## config.mk

```make
export PLATFORM = sky130hd
export DESIGN_NAME = ima_ram
export DESIGN_NICKNAME = d
export VERILOG_FILES = /design/src/hw/rtl/ima_ram.sv
export SDC_FILE = /design/constraint.sdc
export NUM_CORES = 1
export LEC_CHECK = 0
export ABC_AREA = 1
export BUFFER_PORTS_ARGS = -buffer_cell sky130_fd_sc_hd__buf_2
export CORE_ASPECT_RATIO = 1.5
export CORE_UTILIZATION = 60
export CTS_CLUSTER_DIAMETER = 40
export DETAILED_ROUTE_END_ITERATION = 7
export MAX_ROUTING_LAYER = met4
export PLACE_DENSITY = 0.78
export RECOVER_POWER = 25
export SLEW_MARGIN = 20
export SYNTH_ARGS = -nofsm -noshare
export SYNTH_HDL_FRONTEND = slang
export SYNTH_SLANG_ARGS = --single-unit
```

## constraint.sdc

```tcl
create_clock -name clk -period 3.72 [get_ports clk]
set_input_delay 0.558 -clock clk [delete_from_list [all_inputs] [get_ports clk]]
set_output_delay 0.558 -clock clk [all_outputs]
set_load 0.02 [all_outputs]
```

## src/hw/rtl/ima_ram.sv

```systemverilog
// ima_ram: generic single-write, single-read RAM with registered read data.
// Read of an address written in the same cycle returns the old contents.
module ima_ram #(
    parameter int WIDTH = 16,
    parameter int DEPTH = 16
) (
    input  logic                     clk,
    input  logic                     we,
    input  logic [$clog2(DEPTH)-1:0] waddr,
    input  logic [WIDTH-1:0]         wdata,
    input  logic                     re,
    input  logic [$clog2(DEPTH)-1:0] raddr,
    output logic [WIDTH-1:0]         rdata
);

    logic [WIDTH-1:0] mem [DEPTH];

    always_ff @(posedge clk)
    begin
        if (we)
        begin
            mem[waddr] <= wdata;
        end
        if (re)
        begin
            rdata <= mem[raddr];
        end
    end

endmodule

```

==> metrics.log, run 1 <==
INFO  metric post_synth_inst_count = 1074
INFO  metric cts_max_path_buffers = 3
INFO  metric number_of_global_route_vias_before_repair = 7552
INFO  metric fp.dieArea = 0.0198 sq mm
INFO  metric worstSetupEndpointType = register
INFO  metric clk_pin_slew = 70 ps
INFO  metric pwr_per_cell_area = 495 mW/mm^2
INFO  metric utilization = 0.683
INFO  metric met3RoutedLength = 2170 um
INFO  metric synth.avg_cell_area = 10.7 sq um
INFO  metric path_category_of_the_worst_min_delay_check = input port to register
INFO  metric critPathLaunchType = input port
INFO  metric leakagePower = 5.42 nW
INFO  metric final.setup.tns = 0 ps
INFO  metric drt_pass1_iterations = 5
INFO  metric fp.dieW = 115 um
INFO  metric arrival_time_worst_endpoint = 2200 ps
INFO  metric initial_core_util = 0.617
INFO  metric timing.clock.skew = 15.7 ps
INFO  metric unrepaired_setup_endpoints_after_global_routing = false
INFO  metric fp.dieH = 172 um
INFO  metric yosys_warnings = 0
INFO  metric synth_seq_area_share = 0.708
INFO  metric simple_gate_share_of_the_synthesized_area = 0.201
INFO  metric post_drt_wl_per_cell = 19.0 um
INFO  metric timing.critical_path.fanout_max = 49
INFO  metric path_class = input port to register
INFO  metric fmax = 0.520 GHz
INFO  metric xor_and_xnor_fraction_of_the_mapped_netlist_area = 0
INFO  metric floorplan.core_area = 0.0187 sq mm
INFO  metric setup_viol = 0
INFO  metric yosys_register_bits = 272
INFO  metric final_nets = 1143
INFO  metric worst_path_largest_cell_delay = 550 ps
INFO  metric antenna_found_initial = 1
INFO  metric synth_fa_ha_area_frac = 0
INFO  metric hpwl = 13900 um
INFO  metric num_vias = 7593
INFO  metric port-buffer-count = 42
INFO  metric layout_worst_path_cycle_share = 0.516
INFO  metric place.gp.congestion = 0.794
INFO  metric area_overhead_vs_synth = 10.6%
INFO  metric cts_tree = yes
INFO  metric status = finished, final reports clean
INFO  metric worst_pin_slew = 935 ps
INFO  metric maxCapViolCount = 0
INFO  metric grt_first_pass_wirelength = 40400 um
INFO  metric grt_start_max_net_pins = 79
INFO  metric compound_gate_portion_of_the_synthesized_area = 0
INFO  metric cp_startpoint = raddr[0]
INFO  metric dr_wl_met2 = 13800 um
INFO  metric mappedNetlistNets = 1101
INFO  metric synth_cell_types = 12
INFO  metric cts.sink_count = 272
INFO  metric maxUsedRoutingLayer = met4
INFO  metric proportion_of_synthesized_area_in_mux_cells = 0
INFO  metric finalWorstPathRequiredPeriod = 1920 ps
INFO  metric final_max_slew_viol_count = 0
INFO  metric h-tree-depth = 1
INFO  metric root_buffer = sky130_fd_sc_hd__clkbuf_16
INFO  metric mappedNetlistArea = 0.0115 sq mm
INFO  metric cp_cell_sequence = buf_4, clkinv_2, buf_4, nand2_1, nand2_1, nand2_1, nand3_1, nand3_1, nand2_1
INFO  metric worst_path_max_delay_cell = sky130_fd_sc_hd__clkinv_2
INFO  metric postCtsHoldBufs = 0
INFO  metric reg2reg_start = mem[5][6]$_DFFE_PP_
INFO  metric clock_latency_at_the_later_pin_of_the_worst_skew_pair = 530 ps
INFO  metric row_count = 61
INFO  metric vdd_ir_max = 0.000389 V
INFO  metric drt.antenna.violating_nets = 0
INFO  metric met1Wirelength = 9270 um
INFO  metric viasPerCell = 5.48
INFO  metric worst_path_most_repeated_cell = sky130_fd_sc_hd__nand2_1
INFO  metric synth_top_family_by_area = simple AND/OR/NAND/NOR gates
INFO  metric num_io_pins = 43
INFO  metric finalHoldViolations = 0
INFO  metric ctsResizeCount = 0
INFO  metric global_route.overflow_total = 0
INFO  metric drive_gt1_frac = 0.0971
INFO  metric nFillCells = 1318
INFO  metric routed_wl = 26300 um
INFO  metric grt_use_total = 0.289
INFO  metric min_from = wdata[10]
INFO  metric critPathRequiredTime = 4000 ps
INFO  metric cts-buffers-inserted = 25
INFO  metric starting_drt_drc_count = 785
INFO  metric drt_drc_violations_left = 0
INFO  metric max_slew_margin = 0.376
INFO  metric cts_post_setup_buffers_inserted = 0
cells in the final DEF, fill, tap and decap left out, drive strengths merged:
master and instances:
nand3b 2, nand3 193, inv 198, clkbuf 38, nor2 17, nand2 341
bufinv 2, clkinv 13, edfxtp 272, clkinvlp 3, buf 54, diode 1
area by class of cell:
type	count	area, sq um	share of cell area
antenna	1	2.50	0.000196
clock inverter	18	149	0.0117
multi-input combinational	553	2360	0.185
timing repair buffer	66	390	0.0306
inverter	198	744	0.0583
sequential	272	8170	0.640
tap	252	315	0.0247
clock buffer	26	629	0.0493
synth_stat cells, drive strengths merged:
cell,n,area (sq um)
buf,41,268
nand2,341,1280
nand3,193,966
clkbuf,10,37.5
nor2,17,63.8
nand3b,2,15.0
inv,198,743
edfxtp,272,8170
sequential cells by signal, summed over array words and instances, names as in the netlist:
| name | cells |
|---|---|
| rdata | 16 |
| mem | 256 |
power by group:
group          switching [mW]  total [mW]  internal (mW)
Combinational           0.289       0.395          0.106
Clock                    1.08        2.45           1.37
Sequential             0.0193        3.47           3.45
layer usage:
| layer | vias up | global-route usage |
|---|---|---|
| li1 | 3560 | - |
| met1 | 3568 | 0.334 |
| met2 | 372 | 0.503 |
| met3 | 93 | 0.0372 |
| met4 | 0 | 0.130 |
| met5 | - | - |
critical path, delay by kind of cell:
| family | cells | cell delay, ps |
|---|---|---|
| buffers and inverters | 3 | 1160 |
| AND/OR/NAND/NOR | 6 | 470 |
per-stage QoR:
step | hold WS [ps] | area, sq um | setup WS [ps] | total power, mW | std cells
5_1_grt | 421 | 12800 | 1690 | 6.49 | 1386
4_1_cts | 393 | 12800 | 1840 | 6.33 | 1385
6_report | 421 | 12800 | 1800 | 6.31 | 1386
3_3_place_gp | 703 | 12000 | 1360 | 3.92 | 1341
2_1_floorplan | 657 | 11500 | 1860 | 3.78 | 1074
3_5_place_dp | 716 | 12000 | 1290 | 3.93 | 1341
logic make-up after synthesis:
| logic type | after synthesis |
|---|---|
| and+or+nand+nor | 553 |
| buffers and inverters | 249 |
| DFF | 272 |
worst paths after layout:
path	end	slack (ps)	cells after the start
setup reg to reg	rdata[6]$_DFFE_PP_	2540	6
hold reg to reg	rdata[10]$_DFFE_PP_	730	6
setup / recovery	rdata[15]$_DFFE_PP_	1800	9
hold / removal	mem[13][10]$_DFFE_PP_	420	1
No activity file was read; power rests on OpenSTA's default activity.
==> run 2, diff against run 1 <==
Clock period 3.72 ns to 2 ns, I/O delays scaled along.
==> run 2 against run 1 <==
Sequential power is 86% higher. Sequential cell count stayed put. Largest power group unchanged. Non-clock buffer count is 8 higher. Sequential share of layout area is 0.76 points lower. Design area is 1.2% higher. Routed wire length is 2.9% lower. Combinational power is 92% higher. Largest cell class unchanged. Via count is 0.25% higher. Critical path type is now register to output port. Highest routed layer unchanged. Worst hold slack worse by 250 ps. Clock-buffer cell count is 7 higher. Final cell count is 0.36% higher.
==> metrics.log, run 2 (synthesis gave the netlist of run 1 again) <==
INFO  metric layoutNonFillerInstCount = 1391 (+0.36%)
INFO  metric leakagePower = 5.48 nW (+1.0%)
INFO  metric arrival_time_worst_endpoint = 1120 ps (-1080 ps)
INFO  metric p_total = 11.7 mW (+86%)
INFO  metric placed_area = 0.0122 sq mm (+1.3%)
INFO  metric row_count = 61 (unchanged)
INFO  metric root_buffer = sky130_fd_sc_hd__clkbuf_16
INFO  metric cp_cell_sequence = buf_2
INFO  metric number_of_gates_on_the_worst_path_with_buffers_counted = 1 (-8)
INFO  metric layout.cells.most_common = sky130_fd_sc_hd__nand2_1
INFO  metric max_slew_margin = 0.551 (+0.175)
INFO  metric path_class = register to output port
INFO  metric port-buffer-count = 42 (unchanged)
INFO  metric starting_drt_drc_count = 748 (-4.7%)
INFO  metric drt_pass1_iterations = 5 (unchanged)
INFO  metric clk_pin_slew = 60 ps (about the same)
INFO  metric pwr_per_cell_area = 907 mW/mm^2 (+83%)
INFO  metric cts_max_path_buffers = 3 (unchanged)
INFO  metric fp.dieH = 172 um (unchanged)
INFO  metric num_io_pins = 43 (unchanged)
INFO  metric largest-register = mem
INFO  metric cts_post_setup_buffers_inserted = 0 (unchanged)
INFO  metric finalWorstPathRequiredPeriod = 1420 ps
INFO  metric initial_core_util = 0.617 (unchanged)
INFO  metric final_design_area_no_fill = 0.0129 sq mm (+1.2%)
INFO  metric cts_tree = yes
INFO  metric status = finished, final reports clean
INFO  metric floorplan.core_area = 0.0187 sq mm (unchanged)
INFO  metric post_drt_wl_per_cell = 18.4 um (-3.3%)
INFO  metric cts-buffers-inserted = 26 (+4.0%)
INFO  metric largest_register_ffs = 256 (unchanged)
INFO  metric num_vias = 7612 (+0.25%)
INFO  metric clock_latency_at_the_later_pin_of_the_worst_skew_pair = 520 ps (about the same)
INFO  metric cp_startpoint = rdata[11]$_DFFE_PP_
INFO  metric drive_gt1_frac = 0.0992 (+0.00212)
INFO  metric antenna_found_initial = 0 (-1)
INFO  metric maxCapViolCount = 0 (unchanged)
INFO  metric fmax = 0.705 GHz
INFO  metric unrepaired_setup_endpoints_after_global_routing = false
INFO  metric worst_path_largest_cell_delay = 410 ps (-140 ps)
INFO  metric vdd_ir_max = 0.000789 V (+100%)
INFO  metric area_overhead_vs_synth = 11.9%
INFO  metric grt_start_max_net_pins = 97 (+23%)
INFO  metric place.gp.congestion = 0.818 (+2.9%)
INFO  metric ff2ff_path_depth = 6 (unchanged)
INFO  metric path_category_of_the_worst_min_delay_check = input port to register
INFO  metric fp.dieW = 115 um (unchanged)
INFO  metric hpwl = 13700 um (-1.3%)
INFO  metric most-common-layout-cells = sky130_fd_sc_hd__nand2_1, sky130_fd_sc_hd__edfxtp_1, sky130_fd_sc_hd__inv_1
INFO  metric worst_pin_slew = 673 ps (-261 ps)
INFO  metric grt_first_pass_wirelength = 39200 um (-2.9%)
INFO  metric timing.critical_path.fanout_max = 1 (-98%)
INFO  metric critPathRequiredTime = 1700 ps (-2300 ps)
INFO  metric fp.dieArea = 0.0198 sq mm (unchanged)
INFO  metric worstSetupEndpointType = output port
INFO  metric postCtsHoldBufs = 0 (unchanged)
INFO  metric drt.antenna.violating_nets = 0 (unchanged)
INFO  metric critPathBufInv = 1 (-2)
INFO  metric min_from = wdata[9]
INFO  metric dp.cells = 1349 (+0.60%)
INFO  metric routed_wl = 25500 um (-2.9%)
INFO  metric final_nets = 1152 (+0.79%)
INFO  metric antenna_diode_count = 0 (-1)
INFO  metric path_delay_family = flip-flops
INFO  metric final.setup.tns = 0 ps (unchanged)
INFO  metric final_max_slew_viol_count = 0 (unchanged)
INFO  metric layout_worst_path_cycle_share = 0.709
INFO  metric finalHoldViolations = 0 (unchanged)
INFO  metric cts.sink_count = 272 (unchanged)
INFO  metric viasPerCell = 5.47 (-0.11%)
INFO  metric drt_drc_violations_left = 0 (unchanged)
INFO  metric critPathLaunchType = register
INFO  metric number_of_global_route_vias_before_repair = 7335 (-2.9%)
INFO  metric largest_registers = mem: 256 flops, rdata: 16 flops
INFO  metric grt_use_total = 0.279 (-0.00991)
INFO  metric utilization = 0.691 (+0.00823)
INFO  metric setup_viol = 0 (unchanged)
INFO  metric holdPathStages = 1 (unchanged)
INFO  metric timing.clock.skew = 8.82 ps (-6.87 ps)
INFO  metric worst_path_max_delay_cell = sky130_fd_sc_hd__edfxtp_1
INFO  metric reg2reg_start = mem[1][12]$_DFFE_PP_
INFO  metric h-tree-depth = 1 (unchanged)
INFO  metric ctsResizeCount = 0 (unchanged)
INFO  metric global_route.overflow_total = 0 (unchanged)
## run 2: layout make-up
type	count	area, sq um
sequential	272	8170
fill	1265	5780
multi-input combinational	553	2360
inverter	198	744
clock buffer	33	698
timing repair buffer	74	551
tap	252	315
clock inverter	9	76.3
## run 2: path summary, 6_finish.rpt
kind	slack [ps]	endpoint
hold reg to reg	730	rdata[1]$_DFFE_PP_
setup / recovery	580	rdata[11]
setup reg to reg	820	rdata[12]$_DFFE_PP_
hold / removal	170	mem[11][9]$_DFFE_PP_
## run 2: routing by layer
metal / vias up / track usage / part of all wire
li1: 3572 / - / -
met1: 3610 / 0.333 / 0.36
met2: 354 / 0.476 / 0.52
met3: 76 / 0.0294 / 0.079
met4: 0 / 0.133 / 0.042
met5: - / - / 0
## run 2: metrics by stage
stage                     setup WS [ps]  hold slack (ps)
after floorplan                     400              399
after global placement              390              665
after detailed placement            355              674
after CTS                           586              134
after global routing                565              175
final                               582              172
## run 2: power by group
| part | switching [mW] | leakage (nW) | internal, mW | total, mW |
|---|---|---|---|---|
| Combinational | 0.544 | 2.65 | 0.216 | 0.760 |
| Clock | 1.93 | 0.363 | 2.57 | 4.50 |
| Sequential | 0.0332 | 2.47 | 6.42 | 6.46 |
